`src/phv_pkg.sv`:
```
// ----------------------------------------------------------------------------
// phv_pkg
// shared types and constants of the authorization-data header validator
// ----------------------------------------------------------------------------
package phv_pkg;

   localparam int STATUS_W    = 4;
   localparam int IDX_W       = 6;
   localparam int WORD_W      = 32;
   localparam int COUNT_BYTES = 4;
   localparam int HDR_BASE    = 8;
   localparam int ENTRY_BYTES = 16;

   localparam logic [WORD_W-1:0] TYPE_SERVER  = 32'd6;
   localparam logic [WORD_W-1:0] TYPE_PRIVSVR = 32'd7;
   localparam logic [WORD_W-1:0] TYPE_LOGON   = 32'd10;

   typedef enum logic [STATUS_W-1:0] {
      ST_IDLE         = 4'd0,
      ST_MORE         = 4'd1,
      ST_ACCEPT       = 4'd2,
      ST_TRUNC        = 4'd3,
      ST_FEW          = 4'd4,
      ST_VERSION      = 4'd5,
      ST_HDRLONG      = 4'd6,
      ST_TOOMANY      = 4'd7,
      ST_ALIGN        = 4'd8,
      ST_HIGHOFF      = 4'd9,
      ST_PASTEND      = 4'd10,
      ST_INHDR        = 4'd11,
      ST_SIZE         = 4'd12,
      ST_DUP_SERVER   = 4'd13,
      ST_DUP_PRIVSVR  = 4'd14,
      ST_DUP_LOGON    = 4'd15
   } status_type;

   typedef enum logic [1:0] {
      STAGE_COUNT   = 2'd0,
      STAGE_VERSION = 2'd1,
      STAGE_ENTRY   = 2'd2
   } stage_type;

   // special entry kinds, the code doubles as the found-flag bit
   typedef enum logic [1:0] {
      SLOT_SERVER  = 2'd0,
      SLOT_PRIVSVR = 2'd1,
      SLOT_LOGON   = 2'd2,
      SLOT_NONE    = 2'd3
   } slot_type;

   typedef struct packed {
      status_type status;
      slot_type   slot;
   } check_type;

   // result payload, status in the lowest bits
   typedef struct packed {
      logic [6:0]       pad;
      logic [IDX_W-1:0] logon_idx;
      logic [IDX_W-1:0] privsvr_idx;
      logic [IDX_W-1:0] server_idx;
      logic             has_logon;
      logic             has_privsvr;
      logic             has_server;
      status_type       status;
   } rsp_type;

endpackage

```
`src/phv_entry_check.sv`:
```
// ----------------------------------------------------------------------------
// phv_entry_check
// bounds, alignment and duplicate checks on one completed buffer entry
// ----------------------------------------------------------------------------
module phv_entry_check #(
   parameter int HDR_W = 11
) (
   input  phv_pkg::slot_type          kind,
   input  logic [31:0]                entry_size,
   input  logic [31:0]                entry_offset,
   input  logic [31:0]                offset_high,
   input  logic [31:0]                held_length,
   input  logic [HDR_W-1:0]           hdr_bound,
   input  logic [2:0]                 found_flags,
   output phv_pkg::check_type         result
);
   import phv_pkg::*;

   logic [WORD_W-1:0] room;
   logic              dup;

   assign room = held_length - entry_offset;

   always_comb begin
      dup = 1'b0;
      case (kind)
         SLOT_SERVER:  dup = found_flags[0];
         SLOT_PRIVSVR: dup = found_flags[1];
         SLOT_LOGON:   dup = found_flags[2];
         default:      dup = 1'b0;
      endcase
   end

   always_comb begin
      result.slot    = kind;
      if (entry_offset[2:0] != 3'd0) begin
         result.status = ST_ALIGN;
      end else if (offset_high != '0) begin
         result.status = ST_HIGHOFF;
      end else if (entry_offset > held_length) begin
         result.status = ST_PASTEND;
      end else if (entry_offset < WORD_W'(hdr_bound)) begin
         result.status = ST_INHDR;
      end else if (entry_size > room) begin
         result.status = ST_SIZE;
      end else if (dup) begin
         case (kind)
            SLOT_SERVER:  result.status = ST_DUP_SERVER;
            SLOT_PRIVSVR: result.status = ST_DUP_PRIVSVR;
            default:      result.status = ST_DUP_LOGON;
         endcase
      end else begin
         result.status = ST_MORE;
      end
   end

endmodule

```
`src/pac_header_validator.sv`:
```
// ----------------------------------------------------------------------------
// pac_header_validator
// streaming header check for authorization-data blobs
// ----------------------------------------------------------------------------
// Header words enter one per transfer on the req_ side, the first word of a
// blob flagged by req_tuser together with the blob length in the upper half
// of req_tdata. Every word gives exactly one result transfer on the rsp_ side
// carrying a status (need more, accepted, or the first error found); on
// acceptance it also carries which of the server checksum, privileged
// checksum and logon name entries were seen and their entry indices. The
// whole check of a word is one registered pass, so a word can be taken every
// cycle while req_tready is high. Its result is registered; the register is
// backed by a one-entry skid stage, so one more word is still taken while a
// result waits; req_tready drops only when both are full. A start word always
// abandons a blob in progress; a word outside a blob answers idle.
// ----------------------------------------------------------------------------
module pac_header_validator #(
   parameter int MAX_BUFFERS = 64
) (
   input  logic        clock,
   input  logic        reset,
   input  logic        req_tvalid,
   output logic        req_tready,
   input  logic [63:0] req_tdata,   // data_word [31:0], blob_length [63:32]
   input  logic [0:0]  req_tuser,   // start_flag [0]
   output logic        rsp_tvalid,
   input  logic        rsp_tready,
   output logic [31:0] rsp_tdata    // status [3:0], has_server_sum [4],
                                    // has_privsvr_sum [5], has_logon_name [6],
                                    // server_sum_index [12:7],
                                    // privsvr_sum_index [18:13],
                                    // logon_name_index [24:19], zero [31:25]
);
   import phv_pkg::*;

   // counter width holds the saturated count, header end holds 8 + 16 * max
   localparam int BW    = $clog2(MAX_BUFFERS + 2);
   localparam int HDR_W = $clog2(HDR_BASE + ENTRY_BYTES * MAX_BUFFERS + 1);

   // input fields
   logic              start;
   logic [WORD_W-1:0] word;
   logic [WORD_W-1:0] blen;
   logic              accept;

   assign start  = req_tuser[0];
   assign word   = req_tdata[31:0];
   assign blen   = req_tdata[63:32];
   assign accept = req_tvalid & req_tready;

   // parser state
   logic              active_ff, active_in;
   stage_type         stage_ff, stage_in;
   logic [1:0]        field_ff, field_in;
   logic [BW-1:0]     counter_ff, counter_in;
   logic [BW-1:0]     total_ff, total_in;
   logic [HDR_W-1:0]  hdr_end_ff, hdr_end_in;
   logic [WORD_W-1:0] held_ff, held_in;
   slot_type          kind_ff, kind_in;
   logic [WORD_W-1:0] size_ff, size_in;
   logic [WORD_W-1:0] offset_ff, offset_in;
   logic [2:0]        found_ff, found_in;
   logic [IDX_W-1:0]  idx_ff [3];
   logic [IDX_W-1:0]  idx_in [3];

   // state as seen by this word, a start word sees a fresh blob
   logic              act_e;
   stage_type         stage_e;
   logic [1:0]        field_e;
   logic [BW-1:0]     counter_e;
   logic [2:0]        found_e;
   logic [WORD_W-1:0] held_e;

   assign act_e     = start | active_ff;
   assign stage_e   = start ? STAGE_COUNT : stage_ff;
   assign field_e   = start ? 2'd0 : field_ff;
   assign counter_e = start ? '0 : counter_ff;
   assign found_e   = start ? 3'd0 : found_ff;
   assign held_e    = start ? blen : held_ff;

   status_type status;
   check_type  chk;

   phv_entry_check #(
      .HDR_W(HDR_W)
   ) u_check (
      .kind        (kind_ff),
      .entry_size  (size_ff),
      .entry_offset(offset_ff),
      .offset_high (word),
      .held_length (held_e),
      .hdr_bound   (hdr_end_ff),
      .found_flags (found_e),
      .result      (chk)
   );

   // word datapath and status
   always_comb begin
      status     = ST_IDLE;
      field_in   = field_e;
      counter_in = counter_e;
      total_in   = start ? '0 : total_ff;
      hdr_end_in = start ? '0 : hdr_end_ff;
      held_in    = held_e;
      kind_in    = kind_ff;
      size_in    = size_ff;
      offset_in  = offset_ff;
      found_in   = found_e;
      for (int i = 0; i < 3; i++) begin
         idx_in[i] = start ? '0 : idx_ff[i];
      end
      if (act_e) begin
         case (stage_e)
            STAGE_COUNT: begin
               // counts beyond the limit saturate so they are flagged, not wrapped
               total_in = (word > WORD_W'(MAX_BUFFERS)) ? BW'(MAX_BUFFERS + 1) : BW'(word);
               status   = (held_e < WORD_W'(COUNT_BYTES)) ? ST_TRUNC : ST_MORE;
            end
            STAGE_VERSION: begin
               field_in = 2'd0;
               if (held_e < WORD_W'(HDR_BASE)) begin
                  status = ST_TRUNC;
               end else if (total_ff == '0) begin
                  status = ST_FEW;
               end else if (word != '0) begin
                  status = ST_VERSION;
               end else if (total_ff > BW'(MAX_BUFFERS)) begin
                  status = ST_TOOMANY;
               end else begin
                  hdr_end_in = HDR_W'(HDR_BASE) + HDR_W'(total_ff) * HDR_W'(ENTRY_BYTES);
                  status     = (WORD_W'(hdr_end_in) > held_e) ? ST_HDRLONG : ST_MORE;
               end
            end
            STAGE_ENTRY: begin
               field_in = field_e + 2'd1;
               case (field_e)
                  2'd0: begin
                     status = ST_MORE;
                     if (word == TYPE_SERVER) begin
                        kind_in = SLOT_SERVER;
                     end else if (word == TYPE_PRIVSVR) begin
                        kind_in = SLOT_PRIVSVR;
                     end else if (word == TYPE_LOGON) begin
                        kind_in = SLOT_LOGON;
                     end else begin
                        kind_in = SLOT_NONE;
                     end
                  end
                  2'd1: begin
                     status  = ST_MORE;
                     size_in = word;
                  end
                  2'd2: begin
                     status    = ST_MORE;
                     offset_in = word;
                  end
                  default: begin
                     // offset high word closes the entry
                     status = chk.status;
                     if (chk.status == ST_MORE) begin
                        case (chk.slot)
                           SLOT_SERVER: begin
                              found_in[0] = 1'b1;
                              idx_in[0]   = IDX_W'(counter_e);
                           end
                           SLOT_PRIVSVR: begin
                              found_in[1] = 1'b1;
                              idx_in[1]   = IDX_W'(counter_e);
                           end
                           SLOT_LOGON: begin
                              found_in[2] = 1'b1;
                              idx_in[2]   = IDX_W'(counter_e);
                           end
                           default: begin
                           end
                        endcase
                        counter_in = counter_e + BW'(1);
                        if (counter_in >= total_ff) begin
                           status = ST_ACCEPT;
                        end
                     end
                  end
               endcase
            end
            default: status = ST_IDLE;
         endcase
      end
   end

   // next parser stage, any status other than need more ends the blob
   always_comb begin
      stage_in  = stage_e;
      active_in = act_e && (status == ST_MORE);
      if (act_e) begin
         case (stage_e)
            STAGE_COUNT:   stage_in = STAGE_VERSION;
            STAGE_VERSION: stage_in = STAGE_ENTRY;
            default:       stage_in = stage_e;
         endcase
      end
   end

   always_ff @(posedge clock) begin
      if (reset) begin
         active_ff  <= 1'b0;
         stage_ff   <= STAGE_COUNT;
         field_ff   <= 2'd0;
         counter_ff <= '0;
         total_ff   <= '0;
         hdr_end_ff <= '0;
         held_ff    <= '0;
         found_ff   <= 3'd0;
         for (int i = 0; i < 3; i++) begin
            idx_ff[i] <= '0;
         end
      end else if (accept) begin
         active_ff  <= active_in;
         stage_ff   <= stage_in;
         field_ff   <= field_in;
         counter_ff <= counter_in;
         total_ff   <= total_in;
         hdr_end_ff <= hdr_end_in;
         held_ff    <= held_in;
         found_ff   <= found_in;
         for (int i = 0; i < 3; i++) begin
            idx_ff[i] <= idx_in[i];
         end
      end
   end

   // entry words need no reset, they are always written before use
   always_ff @(posedge clock) begin
      if (accept) begin
         kind_ff   <= kind_in;
         size_ff   <= size_in;
         offset_ff <= offset_in;
      end
   end

   // result payload, everything but the status is zero unless accepted
   rsp_type result;

   always_comb begin
      result        = '0;
      result.status = status;
      if (status == ST_ACCEPT) begin
         result.has_server  = found_in[0];
         result.has_privsvr = found_in[1];
         result.has_logon   = found_in[2];
         result.server_idx  = idx_in[0];
         result.privsvr_idx = idx_in[1];
         result.logon_idx   = idx_in[2];
      end
   end

   // result register with a one-entry skid stage behind it
   logic    rsp_valid_ff, skid_valid_ff;
   rsp_type rsp_data_ff, skid_data_ff;
   logic    pop;

   assign pop        = rsp_valid_ff & rsp_tready;
   assign req_tready = ~skid_valid_ff;
   assign rsp_tvalid = rsp_valid_ff;
   assign rsp_tdata  = rsp_data_ff;

   always_ff @(posedge clock) begin
      if (reset) begin
         rsp_valid_ff  <= 1'b0;
         skid_valid_ff <= 1'b0;
      end else if (skid_valid_ff) begin
         if (pop) begin
            skid_valid_ff <= 1'b0;
         end
      end else if (accept) begin
         if (!rsp_valid_ff || pop) begin
            rsp_valid_ff <= 1'b1;
         end else begin
            skid_valid_ff <= 1'b1;
         end
      end else if (pop) begin
         rsp_valid_ff <= 1'b0;
      end
   end

   always_ff @(posedge clock) begin
      if (skid_valid_ff) begin
         if (pop) begin
            rsp_data_ff <= skid_data_ff;
         end
      end else if (accept) begin
         if (!rsp_valid_ff || pop) begin
            rsp_data_ff <= result;
         end else begin
            skid_data_ff <= result;
         end
      end
   end

   // the skid stage only fills behind a waiting result
   assert property (@(posedge clock) disable iff (reset)
      skid_valid_ff |-> rsp_valid_ff)
      else $error("skid stage holds a result with the result register empty");

   // a count word never leaves the parser still waiting for a count
   assert property (@(posedge clock) disable iff (reset)
      active_ff |-> (stage_ff != STAGE_COUNT))
      else $error("active blob parked at the count stage");

   // completed entries never pass the buffer count
   assert property (@(posedge clock) disable iff (reset)
      counter_ff <= total_ff)
      else $error("entry counter beyond buffer count");

   // entry fields are zero on every result but acceptance
   assert property (@(posedge clock) disable iff (reset)
      (rsp_valid_ff && (rsp_data_ff.status != ST_ACCEPT)) |-> (rsp_data_ff[24:4] == '0))
      else $error("entry fields set on a result other than acceptance");

   // a word taken while the result is stalled lands in the skid stage
   assert property (@(posedge clock) disable iff (reset)
      (accept && rsp_valid_ff && !rsp_tready) |=> skid_valid_ff)
      else $error("stalled result not backed by the skid stage");

endmodule

```
`config.mk`:
```
export PLATFORM = sky130hd
export DESIGN_NAME = pac_header_validator
export DESIGN_NICKNAME = d
export VERILOG_FILES = /design/src/phv_pkg.sv /design/src/phv_entry_check.sv /design/src/pac_header_validator.sv
export SDC_FILE = /design/constraint.sdc
export NUM_CORES = 1
export LEC_CHECK = 0
export BUFFER_PORTS_ARGS = -buffer_cell sky130_fd_sc_hd__buf_2
export CORE_MARGIN = 10
export CORE_UTILIZATION = 60
export DETAILED_ROUTE_END_ITERATION = 8
export PLACE_DENSITY_LB_ADDON = 0.08
export SLEW_MARGIN = 10
export SYNTH_ARGS = -nofsm -noshare
export SYNTH_HDL_FRONTEND = slang
export SYNTH_SLANG_ARGS = --single-unit
```
`constraint.sdc`:
```
create_clock -name clock -period 13.1 [get_ports clock]
set_input_delay 1.31 -clock clock [delete_from_list [all_inputs] [get_ports clock]]
set_output_delay 1.31 -clock clock [all_outputs]
set_load 0.01 [all_outputs]
```
* After elaboration in Yosys (flattened, before gate mapping)
Memory sizes are Yosys's and may differ from the RTL's.
Cells that the tools add are included.
** Cells by class
- Muxes and demuxes :: 82
- Div/mod/pow operators :: 0
- Multiply operators :: 0
- Shift operators :: 0
- Bitwise operators :: 8
- $lt $le $gt $ge :: 9
- Eq/ne operators :: 14
- $add $sub $neg :: 4
- Reduce and logical (&&, ||, !) cells :: 20
** Operators by type and width (number)
- $mux W32 :: 5
- $mux W11 :: 7
- $mux W18 :: 4
- $eq A32 B3 Y1 const B :: 2
- $gt A32 B32 Y1 :: 2
- $mux W7 :: 9
- $mux W6 :: 9
- $mux W4 :: 10
- $eq A32 B4 Y1 const B :: 1
- $gt A11 B32 Y1 :: 1
- $gt A32 B7 Y1 const B :: 1
- $lt A32 B11 Y1 :: 1
- $lt A32 B3 Y1 const B :: 1
- $lt A32 B4 Y1 const B :: 1
- $reduce_bool A32 Y1 :: 1
- $sub A32 B32 Y32 :: 1
- $mux W3 :: 10
- $mux W21 :: 1
- $mux W1 :: 17
- $pmux W2 S2 :: 3
- $pmux W4 S3 :: 1
- $reduce_and A4 Y1 :: 3
- $add A4 B11 Y11 const A :: 1
- $mux W2 :: 5
- other kinds (23) :: 40
** Storage, ports and cells
- Memories kept :: 1
- Memory bits (writable) :: 18
- Output and inout bits :: 34
- Input port bits :: 69
- Flip-flop bits (word level) :: 190
- Logic and storage cells :: 167
- ROM bits :: 0
- Bits in latches :: 0
** Memories
- idx_ff :: words 3, bits a word 6, read ports 3, clocked after Yosys merged registers in 0, write ports 3, line pac_header_validator.sv:63 : logic [IDX_W-1:0] idx_ff [3];

* Logic depth before layout (Yosys ltp)
Gate-level depths: netlist of run 1.
- Depth in word-level cells :: 18
- Mapped depth :: 31
- Mapped depth without buffers :: 25

* Hierarchy
From an unflattened synthesis of run 1, not the netlist that was laid out.
** Unflattened totals
- Cell total of the unflattened synthesis :: 1274
- Area, all modules :: 12590.8 sq um
** Modules (own cells, without submodules)
- pac_header_validator :: times used 1, area an instance 9499.1 sq um, cells each 832, seq. area each 5365.1 sq um
- phv_entry_check :: times used 1, area an instance 3091.7 sq um, cells each 442, seq. area each 0.0 sq um

* Worst setup path before layout of run 1
Ideal clock, no wire load.
- Path type :: input port to flip-flop
- From :: in req_tuser
- To :: reg rsp_data_ff (netlist bit rsp_tdata[19]) (data pin)
- Slack :: 5.555 ns
- Arrival :: 7.277 ns
- Setup time :: 0.267 ns
- Path buffers :: 5
- Stages :: 27
- Required time :: 12.833 ns
- Cells stage by stage :: buf_6 > buf_6 > buf_2 > buf_1 > buf_1 > mux2i_1 > inv_1 > ha_1 > a211oi_1 > nand2_1 > or3_1 > o211ai_1 > o22ai_1 > a311oi_1 > o41ai_1 > a21oi_1 > xnor2_1 > ha_1 > nand4_1 > nor4_1 > nand2_1 > a22oi_1 > o211a_1 > nor3b_2 > nand3_1 > mux2i_1 > o21ai_0
** On the way
- Longest elaborated chain between the ends :: 18
- Elaborated cells on any way between the ends :: 51
- Those cells by class :: 2 x add/sub; 6 x order compare; 6 x eq/ne; 33 x mux; 1 x bitwise; 3 x reduce/logical
** RTL lines
- from (decl) :: line pac_header_validator.sv:25 : input logic [0:0] req_tuser,
- $mux W32 * :: line pac_header_validator.sv:79 : assign held_e = start ? blen : held_ff;
- via held_e[8] :: line pac_header_validator.sv:72 : logic [WORD_W-1:0] held_e;
- $sub A32 B32 Y32 :: line phv_entry_check.sv:22 : assign room = held_length - entry_offset;
- $gt A32 B32 Y1 :: line phv_entry_check.sv:44 : end else if (entry_size > room) begin
- $mux W4 :: line phv_entry_check.sv:44
- $mux W4 :: line phv_entry_check.sv:42 : end else if (entry_offset < WORD_W'(hdr_bound)) begin
- $mux W4 :: line phv_entry_check.sv:40 : end else if (entry_offset > held_length) begin
- $mux W4 :: line phv_entry_check.sv:38 : end else if (offset_high != '0) begin
- [3 not listed]
- $mux W4 :: line pac_header_validator.sv:136 : case (field_e)
- $pmux W4 S3 :: line pac_header_validator.sv:113 : case (stage_e)
- $mux W4 :: line pac_header_validator.sv:112 : if (act_e) begin
- $eq A4 B2 Y1 :: line pac_header_validator.sv:246 : if (status == ST_ACCEPT) begin
- $mux W21 * :: line pac_header_validator.sv:246
- $mux W32 * :: line pac_header_validator.sv:291 : if (!rsp_valid_ff || pop) begin
- $mux W32 * :: line pac_header_validator.sv:290 : end else if (accept) begin
- $mux W32 * :: line pac_header_validator.sv:286 : if (skid_valid_ff) begin
- to (signal assigned) :: line pac_header_validator.sv:288 : rsp_data_ff <= skid_data_ff;
- to (signal assigned) :: line pac_header_validator.sv:292 : rsp_data_ff <= result;
- to (decl) :: line pac_header_validator.sv:258 : rsp_type rsp_data_ff, skid_data_ff;
The timed path passes the listed nets; every way through them passes the cells marked *. The select of a mux whose other input is x is not followed.
A chain may end at the register's enable or synchronous reset.

* Worst setup path after layout of run 1
- From :: in req_tuser
- To :: reg rsp_data_ff (netlist bit rsp_tdata[21]) (data pin)
** On the way
- Longest elaborated chain between the ends :: 18
- Elaborated cells on any way between the ends :: 51
- Those cells by class :: 2 x add/sub; 6 x order compare; 6 x eq/ne; 33 x mux; 1 x bitwise; 3 x reduce/logical
** RTL lines
- $mux W32 or $mux W3 (tied branches) :: line pac_header_validator.sv:79, pac_header_validator.sv:78
- $sub A32 B32 Y32 or $pmux W1 S3 (tied branches) :: line phv_entry_check.sv:22, phv_entry_check.sv:26
- $gt A32 B32 Y1 or $mux W4 (tied branches) :: line phv_entry_check.sv:44, phv_entry_check.sv:46
- $mux W4 :: line phv_entry_check.sv:44
- $mux W4 :: line phv_entry_check.sv:42
- $mux W4 :: line phv_entry_check.sv:40
- $mux W4 :: line phv_entry_check.sv:38
- $mux W4 :: line phv_entry_check.sv:36 : if (entry_offset[2:0] != 3'd0) begin
- [2 not listed]
- $mux W4 :: line pac_header_validator.sv:136
- $pmux W4 S3 :: line pac_header_validator.sv:113
- $mux W4 :: line pac_header_validator.sv:112
- $eq A4 B2 Y1 :: line pac_header_validator.sv:246
- $mux W21 * :: line pac_header_validator.sv:246
- $mux W32 * :: line pac_header_validator.sv:291
- $mux W32 * :: line pac_header_validator.sv:290
- $mux W32 * :: line pac_header_validator.sv:286
Every way passes the cells marked *; elsewhere a longest branch is shown, timed or not. The select of a mux whose other input is x is not followed.

==> impl_metrics.yaml, run 1 <==
worst_setup_path:
  worstRegToRegCells: 24
  rr_endpoint: "rsp_tdata[21]$_DFFE_PP_"
  r2r-start: "held_ff[0]$_SDFFE_PP0P_"
  cp.required_ps: 13350
  cp_max_fo: 33
  reg2reg_slack_ps: 6650
  arrival_ps: 7750
  worst-setup-path-type: "in2reg"
  critPathLaunchType: "input port"
  end_kind: "flop"
cells_and_area:
  area_growth_pct: 12.3
  antennaDiodeCount: 0
  final_nets: 1436
  final_layout_size_suffix_gt1_share_pct: 15.1
  final_common_cell: "edfxtp_1"
  design_area_um2: 13200
  final_cell_mix: "edfxtp_1, nor2_1, ha_1, inv_1, buf_2"
power:
  p_per_area_nw_per_um2: 123
  p_leak_nw: 5.41
  max-vdd-ir-drop_mv: 0.0957
synth:
  synth_top_family_by_area: "simple AND/OR/NAND/NOR gates"
  synth-xor-area-share_pct: 2.62
  synth_compound_area_share_pct: 13.9
  synth_edf_count: 134
  ys_ff_latch: 201
  syn-mean-instance-area_um2: 9.89
  synth_fa_ha_area_share_pct: 10.5
  syn_inst: 1184
  synth_flop_cell: "edfxtp_1"
  synth-async-reset-ratio_pct: 0
  synth-simple-area-share_pct: 16.9
  syn_area_um2: 11700
  ys_types: 72
  synthMuxAreaShare_pct: 4.94
  synth-seq-area-share_pct: 45.8
  ys_warn_count: 0
grt:
  overflow: 0
  antenna_found_initial: 0
  grtUsageTotal_pct: 23.6
  grt_pass1_wl_um: 49600
  grt_pass1_vias: 9113
  grt_start_max_net_pins: 63
hold_path:
  hp-class: "reg2reg"
  min_from: "hdr_end_ff[2]$_SDFFE_PP0P_"
  min_path_cells: 2
  min_to: "hdr_end_ff[2]$_SDFFE_PP0P_"
timing:
  period_needed_ps: 7500
  final-setup-viol-count: 0
  holdWs_ps: 455
  skew_ps: 9.74
  tightest_slew_ps: 1190
  max_freq_mhz: 133
  max_slew_margin_pct: 20.6
  hold_viol_final: 0
  drv_slew: 0
  fin_crit_sh_pct: 57.2
  setup-tns-final_ps: 0
  rsz0062_at_grt: "false"
clocking:
  root_buffer: "clkbuf_16"
  post_cts_buffers: 0
  clock-sinks: 201
  clockBufferDepth: 3
  numCtsBuffers: 22
  htreeDepth: 1
  clk_pin_slew_ps: 60
  hold_buffers: 0
  clock_latency_ps: 520
  tritoncts: "yes"
  postCtsResizedCells: 0
routing:
  postRouteAntennaNets: 0
  routed_wirelength_um: 31100
  num_vias: 9281
  wl_per_cell_um: 20.0
  routed_via_density: 5.99
  dr.pass1.iters: 5
  drcViolationCount: 0
  drtIter0Drc: 701
placed_design:
  place_area_um2: 12400
  dp_hpwl_um: 23000
  portBuffers: 95
  place_congestion: 0.908
die:
  io-pin-count: 103
  die_y_um: 160
  initial_utilization_pct: 60.6
  dieArea_um2: 25500
  core_um2: 19300
  die_x_um: 160
  rows: 51
run_status:
  status: "finished, final reports clean"
flow_run:
  maxCapViolCount: 0
[registers in the layout (all words and copies together) (netlist names)]
signal and cells:
held_ff 32, offset_ff 32, size_ff 32, rsp_tdata 25, skid_data_ff 25, idx_ff 18
hdr_end_ff 11, counter_ff 7, total_ff 7, found_ff 3, field_ff 2, kind_ff 2
stage_ff 2, active_ff 1, rsp_tvalid 1, skid_valid_ff 1
[report_power, final]
part | switching (mW) | total, mW | internal (mW)
clock network | 0.257 | 0.663 | 0.406
registers | 0.0118 | 0.711 | 0.699
logic | 0.152 | 0.246 | 0.0937
total | 0.421 | 1.62 | 1.20
[per-layer routing]
metal / part of all wire (%) / vias to the layer above / GRT usage (%) / wire [um]
li1: - / 4476 / - / -
met1: 44 / 4388 / 32.6 / 13700
met2: 46 / 372 / 37.4 / 14200
met3: 8.2 / 45 / 4.16 / 2540
met4: 2.2 / 0 / 6.40 / 686
met5: 0 / - / 0 / 0
[through the flow]
step / utilization [%] / std cells / setup slack (ps) / total power, mW
after floorplan: - / 1190 / 5560 / 0.892
after global placement: 64.0 / 1510 / 5370 / 0.962
after detailed placement: 64.0 / 1510 / 5160 / 0.967
after CTS: 68.0 / 1550 / 5660 / 1.62
after global routing: 68.0 / 1550 / 5000 / 1.68
final: 68.0 / 1550 / 5600 / 1.62
[critical path: stages]
cell,delay (ps)
buf_4,410
mux2i_1,380
ha_1,230
inv_1,50
fa_1,410
a211oi_1,250
o21ai_0,220
o21ai_0,310
o21ai_0,300
a31o_2,330
nand3_1,90
nand2_1,80
a21oi_1,180
o21bai_1,90
xnor2_1,130
ha_1,310
nand4_1,140
nor4_1,390
nand2_1,130
a22oi_1,250
o211a_1,290
nor3b_2,440
nand3_1,430
mux2i_1,420
o21ai_0,140
[layout make-up]
cell class | count | area (um^2)
Clock buffer | 29 | 607
Fill cell | 1597 | 6180
Inverter | 97 | 364
Multi-Input combinational cell | 843 | 5770
Timing Repair Buffer | 104 | 546
Tap cell | 265 | 332
Clock inverter | 11 | 169
Sequential cell | 201 | 5370
[synth_stat cells (9+ instances only)]
| cell | n | area share (%) |
|---|---|---|
| a21o_1 | 20 | 1.3 |
| a21oi_1 | 58 | 2.5 |
| ha_1 | 97 | 10 |
| clkbuf_1 | 29 | 0.93 |
| nor3_2 | 17 | 1.5 |
| nand3_1 | 29 | 1.2 |
| nand4_1 | 23 | 1.2 |
| mux2i_1 | 34 | 2.9 |
| nand2_1 | 93 | 3.0 |
| xor2_1 | 14 | 1.0 |
| nor4_1 | 22 | 1.2 |
| o21ai_0 | 57 | 2.4 |
| nor2b_1 | 13 | 0.69 |
| nor2_1 | 123 | 3.9 |
| inv_1 | 95 | 3.0 |
| nor3_1 | 31 | 1.3 |
| xnor2_1 | 21 | 1.6 |
| a211oi_1 | 28 | 1.8 |
| and2_1 | 9 | 0.48 |
| and3_1 | 9 | 0.48 |
| a22oi_1 | 10 | 0.64 |
| a31oi_1 | 10 | 0.53 |
| edfxtp_1 | 134 | 34 |
| mux2_2 | 20 | 1.9 |
| dfxtp_1 | 67 | 11 |
[worst max path at each step]
stage                         start                      end  cells after the start
final                     req_tuser  rsp_tdata[21]$_DFFE_PP_                     25
after global routing      req_tuser  rsp_tdata[21]$_DFFE_PP_                     25
after CTS                 req_tuser  rsp_tdata[21]$_DFFE_PP_                     25
after detailed placement  req_tuser  rsp_tdata[21]$_DFFE_PP_                     25
after global placement    req_tuser  rsp_tdata[21]$_DFFE_PP_                     25
after floorplan           req_tuser  rsp_tdata[19]$_DFFE_PP_                     27
[kinds of logic after synthesis]
group                      Yosys count
xor gates and xnor gates            35
adders and majority gates           98
and+or+nand+nor                    397
DFF                                201
AOI/OAI and AO/OA                  251
other                                1
buffers and inverters              146
muxes                               55
No activity file was read; power rests on OpenSTA's default activity.
==> run 2: changes to the inputs <==
clock period = 7.05 ns   (was 13.1 ns; I/O delays follow)
==> run 2 against run 1 <==
  * Clock skew rose by 8.8 ps
  * Die area did not move
  * Hold slack lost 59 ps
  * Worst setup slack got worse by 5000 ps
  * Global-route usage is 0.066 points lower
  * Critical path type unchanged
  * Critical endpoint is now rsp_tdata[17]$_DFFE_PP_
  * Largest power group unchanged
  * Highest routed layer unchanged
==> impl_metrics.yaml, run 2 (same netlist as run 1, synthesis figures left out) <==
run_status:
  status: "finished, final reports clean"
routing:
  num_vias: 9408
  drcViolationCount: 0
  drtIter0Drc: 642
  wl_per_cell_um: 19.8
  postRouteAntennaNets: 0
  routed_wirelength_um: 30900
  dr.pass1.iters: 5
  routed_via_density: 6.03
placed_design:
  place_area_um2: 12400
  place_congestion: 0.923
  dp_hpwl_um: 22700
  portBuffers: 95
timing:
  final-setup-viol-count: 0
  max_freq_mhz: 155
  setup-tns-final_ps: 0
  fin_crit_sh_pct: 91.5
  drv_slew: 0
  rsz0062_at_grt: "false"
  period_needed_ps: 6450
  skew_ps: 18.6
  max_slew_margin_pct: 40.7
  tightest_slew_ps: 867
  hold_viol_final: 0
die:
  rows: 51
  die_x_um: 160
  core_um2: 19300
  die_y_um: 160
  dieArea_um2: 25500
  initial_utilization_pct: 60.6
  io-pin-count: 103
worst_setup_path:
  cp_max_fo: 18
  critPathLaunchType: "input port"
  slowest_delay_ps: 420
  arrival_ps: 6710
  cp.required_ps: 7310
  worst-setup-path-type: "in2reg"
  path_common_cell: "o21ai_0"
  crit_path_top_delay_cell: "fa_1"
  end_kind: "flop"
hold_path:
  hp-class: "in2reg"
clocking:
  clock_latency_ps: 520
  tritoncts: "yes"
  htreeDepth: 1
  clk_pin_slew_ps: 60
  numCtsBuffers: 23
  root_buffer: "clkbuf_16"
  clockBufferDepth: 3
  clock-sinks: 201
  post_cts_buffers: 0
cells_and_area:
  multi_input_area_um2: 5780
  area_growth_pct: 12.8
  final_nets: 1445
  seq_area_um2: 5370
  final_common_cell: "edfxtp_1"
  design_area_um2: 13200
  n_fill_cell: 1543
  final_cell_mix: "edfxtp_1, nor2_1, ha_1, inv_1, buf_2"
  final_layout_size_suffix_gt1_share_pct: 15.7
  antennaDiodeCount: 0
  top_regs: "held_ff: 32 flops, offset_ff: 32 flops, size_ff: 32 flops"
power:
  combPwrFrac_pct: 15.4
  seqPwrFrac_pct: 44.6
  power.internal_mw: 2.18
  max-vdd-ir-drop_mv: 0.186
  switching_power_mw: 0.780
  pwr-share-clk_pct: 40.0
  p_per_area_nw_per_um2: 224
  p_leak_nw: 5.46
  power.share.switching_pct: 26.3
grt:
  grt_pass1_wl_um: 49500
  grt_start_max_net_pins: 63
  grtUsageTotal_pct: 23.6
  antenna_found_initial: 1
  grt_pass1_vias: 9213
  overflow: 0
flow_run:
  maxCapViolCount: 0
-- run 2: power by group through the flow --
stage / Sequential (mW) / Clock [mW] / Combinational, mW
floorplan: 1.35 / 0 / 0.310
global placement: 1.35 / 0 / 0.441
detailed placement: 1.35 / 0 / 0.449
CTS: 1.32 / 1.20 / 0.453
global route: 1.33 / 1.24 / 0.511
finish: 1.32 / 1.18 / 0.457
-- run 2: what timing repair did --
| action | 4_1_cts | 5_1_grt |
|---|---|---|
| endpoints found under the setup margin | 0 | 18 |
| hold buffers | 0 | 0 |
| gates resized for setup | 0 | 2 |
-- run 2: cell type report --
type	count	share of cell area [%]
Clock buffer	29	4.76
Clock inverter	13	0.928
Inverter	97	2.76
Multi-Input combinational cell	843	43.8
Sequential cell	201	40.6
Tap cell	265	2.51
Timing Repair Buffer	112	4.68
-- run 2: final timing paths --
kind / slack (ps) / to / start / cells past startpoint
max: 600 / rsp_tdata[17]$_DFFE_PP_ / req_tuser / 25
min: 400 / skid_valid_ff$_SDFF_PP0_ / rsp_tready / 2
max reg2reg: 890 / rsp_tdata[17]$_DFFE_PP_ / held_ff[0]$_SDFFE_PP0P_ / 24
min reg2reg: 450 / counter_ff[6]$_SDFFE_PP0P_ / counter_ff[6]$_SDFFE_PP0P_ / 2
-- run 2: routing by layer --
metal | track usage (%) | up-vias | wire [um]
met5 | 0 | - | 0
met4 | 8.68 | 0 | 939
met3 | 4.16 | 58 | 2310
met2 | 36.5 | 338 | 13900
met1 | 32.4 | 4507 | 13700
li1 | - | 4505 | -
-- run 2: critical path: cells and delay by family --
family | cells | cell delay [ps]
compound gates | 10 | 2240
simple gates | 7 | 1520
fa+ha+maj | 3 | 970
mux | 2 | 780
buf+inv | 2 | 330
xor+xnor | 1 | 130
-- run 2: metrics by stage --
step / std cells / setup WS, ps / hold slack (ps) / power, mW / util (%)
2_1_floorplan: 1190 / 110 / 429 / 1.66 / -
3_3_place_gp: 1518 / 218 / 437 / 1.79 / 64.4
3_5_place_dp: 1518 / -52.1 / 444 / 1.80 / 64.4
4_1_cts: 1560 / 463 / 386 / 2.97 / 68.3
5_1_grt: 1560 / 69.8 / 397 / 3.08 / 68.3
6_report: 1560 / 601 / 395 / 2.96 / 68.3
==> run 3: changes to the inputs <==
BUFFER_PORTS_ARGS = not set   (was -buffer_cell sky130_fd_sc_hd__buf_2)
DONT_BUFFER_PORTS = 1   (was not set)
==> run 3 against run 2 <==
  * Clock power about the same
  * Combinational power down 16%
  * Clock skew down 1.5 ps
  * First-iteration DRC count up 5.1%
  * Clock-buffer cell count up 3
  * Worst setup slack better by 120 ps
  * Hold slack worse by 130 ps
  * Global-route usage down 0.32 points
  * Routed wire length down 2.8%
  * Critical path type unchanged
  * Largest cell class unchanged
==> impl_metrics.yaml, run 3 (same netlist as run 1, synthesis figures left out) <==
placed_design:
  place_congestion: 0.891
  place_ws_ps: 314
  dp_hpwl_um: 21700
  portBuffers: 0
  place_inst: 1417
hold_path:
  min_from: "reset"
  min_to: "counter_ff[2]$_SDFFE_PP0P_"
  hp-class: "in2reg"
  min_path_cells: 1
clocking:
  clock-sinks: 201
  tritoncts: "yes"
  clk_pin_slew_ps: 60
  clock_latency_ps: 510
  hold_buffers: 0
  postCtsResizedCells: 0
  post_cts_buffers: 0
  numCtsBuffers: 22
  clockBufferDepth: 3
  htreeDepth: 1
  root_buffer: "clkbuf_16"
grt:
  grt_start_max_net_pins: 80
  antenna_found_initial: 0
  grtUsageTotal_pct: 23.2
  grt_pass1_wl_um: 48500
  grt_pass1_vias: 8822
  overflow: 0
worst_setup_path:
  critPathLaunchType: "input port"
  reg2reg_slack_ps: 750
  end_kind: "flop"
  r2r-start: "held_ff[0]$_SDFFE_PP0P_"
  cp.required_ps: 7290
  worst-setup-path-type: "in2reg"
  cp_max_fo: 79
  rr_endpoint: "rsp_tdata[21]$_DFFE_PP_"
  worstRegToRegCells: 24
  arrival_ps: 6570
cells_and_area:
  stdcell_count: 1457
  final_nets: 1343
  top_regs: "held_ff: 32 flops, offset_ff: 32 flops, size_ff: 32 flops"
  final_cell_mix: "edfxtp_1, nor2_1, ha_1, inv_1, nand2_1"
  antennaDiodeCount: 0
  final_layout_size_suffix_gt1_share_pct: 8.31
  final_common_cell: "edfxtp_1"
  final_util_pct: 65.4
  area_growth_pct: 7.97
routing:
  num_vias: 8794
  routed_via_density: 6.04
  drcViolationCount: 0
  dr.pass1.iters: 5
  postRouteAntennaNets: 0
  wl_per_cell_um: 20.6
  routed_wirelength_um: 30100
  drtIter0Drc: 675
timing:
  max_slew_margin_pct: 42.5
  drv_slew: 0
  tightest_slew_ps: 841
  max_freq_mhz: 158
  setup_ws_ps: 723
  skew_ps: 17.0
  period_needed_ps: 6330
  hold_viol_final: 0
  final-setup-viol-count: 0
  setup-tns-final_ps: 0
  rsz0062_at_grt: "false"
  fin_crit_sh_pct: 89.7
flow_run:
  maxCapViolCount: 0
power:
  p_leak_nw: 5.02
  max-vdd-ir-drop_mv: 0.247
  p_per_area_nw_per_um2: 227
  total_power_mw: 2.87
die:
  initial_utilization_pct: 60.6
  die_y_um: 160
  dieArea_um2: 25500
  core_um2: 19300
  rows: 51
  die_x_um: 160
  io-pin-count: 103
run_status:
  status: "finished, final reports clean"
-- run 3: per-layer routing --
metal | global-route usage [%] | wire, um | part of all wire [%] | vias to the layer above
li1 | - | - | - | 4298
met1 | 31.6 | 13600 | 45 | 4194
met2 | 37.2 | 13600 | 45 | 263
met3 | 4.65 | 2070 | 6.9 | 39
met4 | 5.81 | 726 | 2.4 | 0
met5 | 0 | 0 | 0 | -
-- run 3: how the worst max path moves through the flow --
stage                                  from                       to  slack (ps)  cells past startpoint
global route        held_ff[0]$_SDFFE_PP0P_  rsp_tdata[21]$_DFFE_PP_           4                     24
finish                            req_tuser  rsp_tdata[21]$_DFFE_PP_         720                     24
CTS                 held_ff[0]$_SDFFE_PP0P_  rsp_tdata[21]$_DFFE_PP_         720                     24
floorplan                         req_tuser  rsp_tdata[19]$_DFFE_PP_         110                     27
global placement                  req_tuser  rsp_tdata[20]$_DFFE_PP_         520                     24
detailed placement                req_tuser  rsp_tdata[20]$_DFFE_PP_         310                     24
-- run 3: cell type report --
type	instances	area (um^2)
sequential	201	5370
tap	265	332
clock inverter	8	109
clock buffer	32	628
timing repair buffer	11	82.6
multi-input combinational	843	5770
inverter	97	364
fill	1569	6690
-- run 3: power breakdown --
part	switching, mW	leakage [nW]	internal (mW)
registers	0.0305	1.80	1.30
logic	0.231	2.86	0.152
clock network	0.463	0.362	0.695
total	0.725	5.02	2.15
-- run 3: worst max-delay path, cell delays in order --
cell,delay (ps)
mux2i_1,300
ha_1,220
inv_1,50
fa_1,420
a211oi_1,240
o21ai_0,230
o21ai_0,260
o21ai_0,290
a31o_2,340
nand3_1,90
nand2_1,90
a21oi_1,170
o21bai_1,90
xnor2_1,130
ha_1,310
nand4_1,150
nor4_1,390
nand2_1,120
a22oi_1,220
o211a_1,260
nor3b_2,440
nand3_1,430
mux2i_1,400
o21ai_0,170
-- run 3: through the flow --
stage                     hold WS [ps]  cell area, um^2
after floorplan                    429            11700
final                              269            12600
after global placement             442            11900
after global routing               257            12600
after CTS                          249            12600
after detailed placement           439            11900
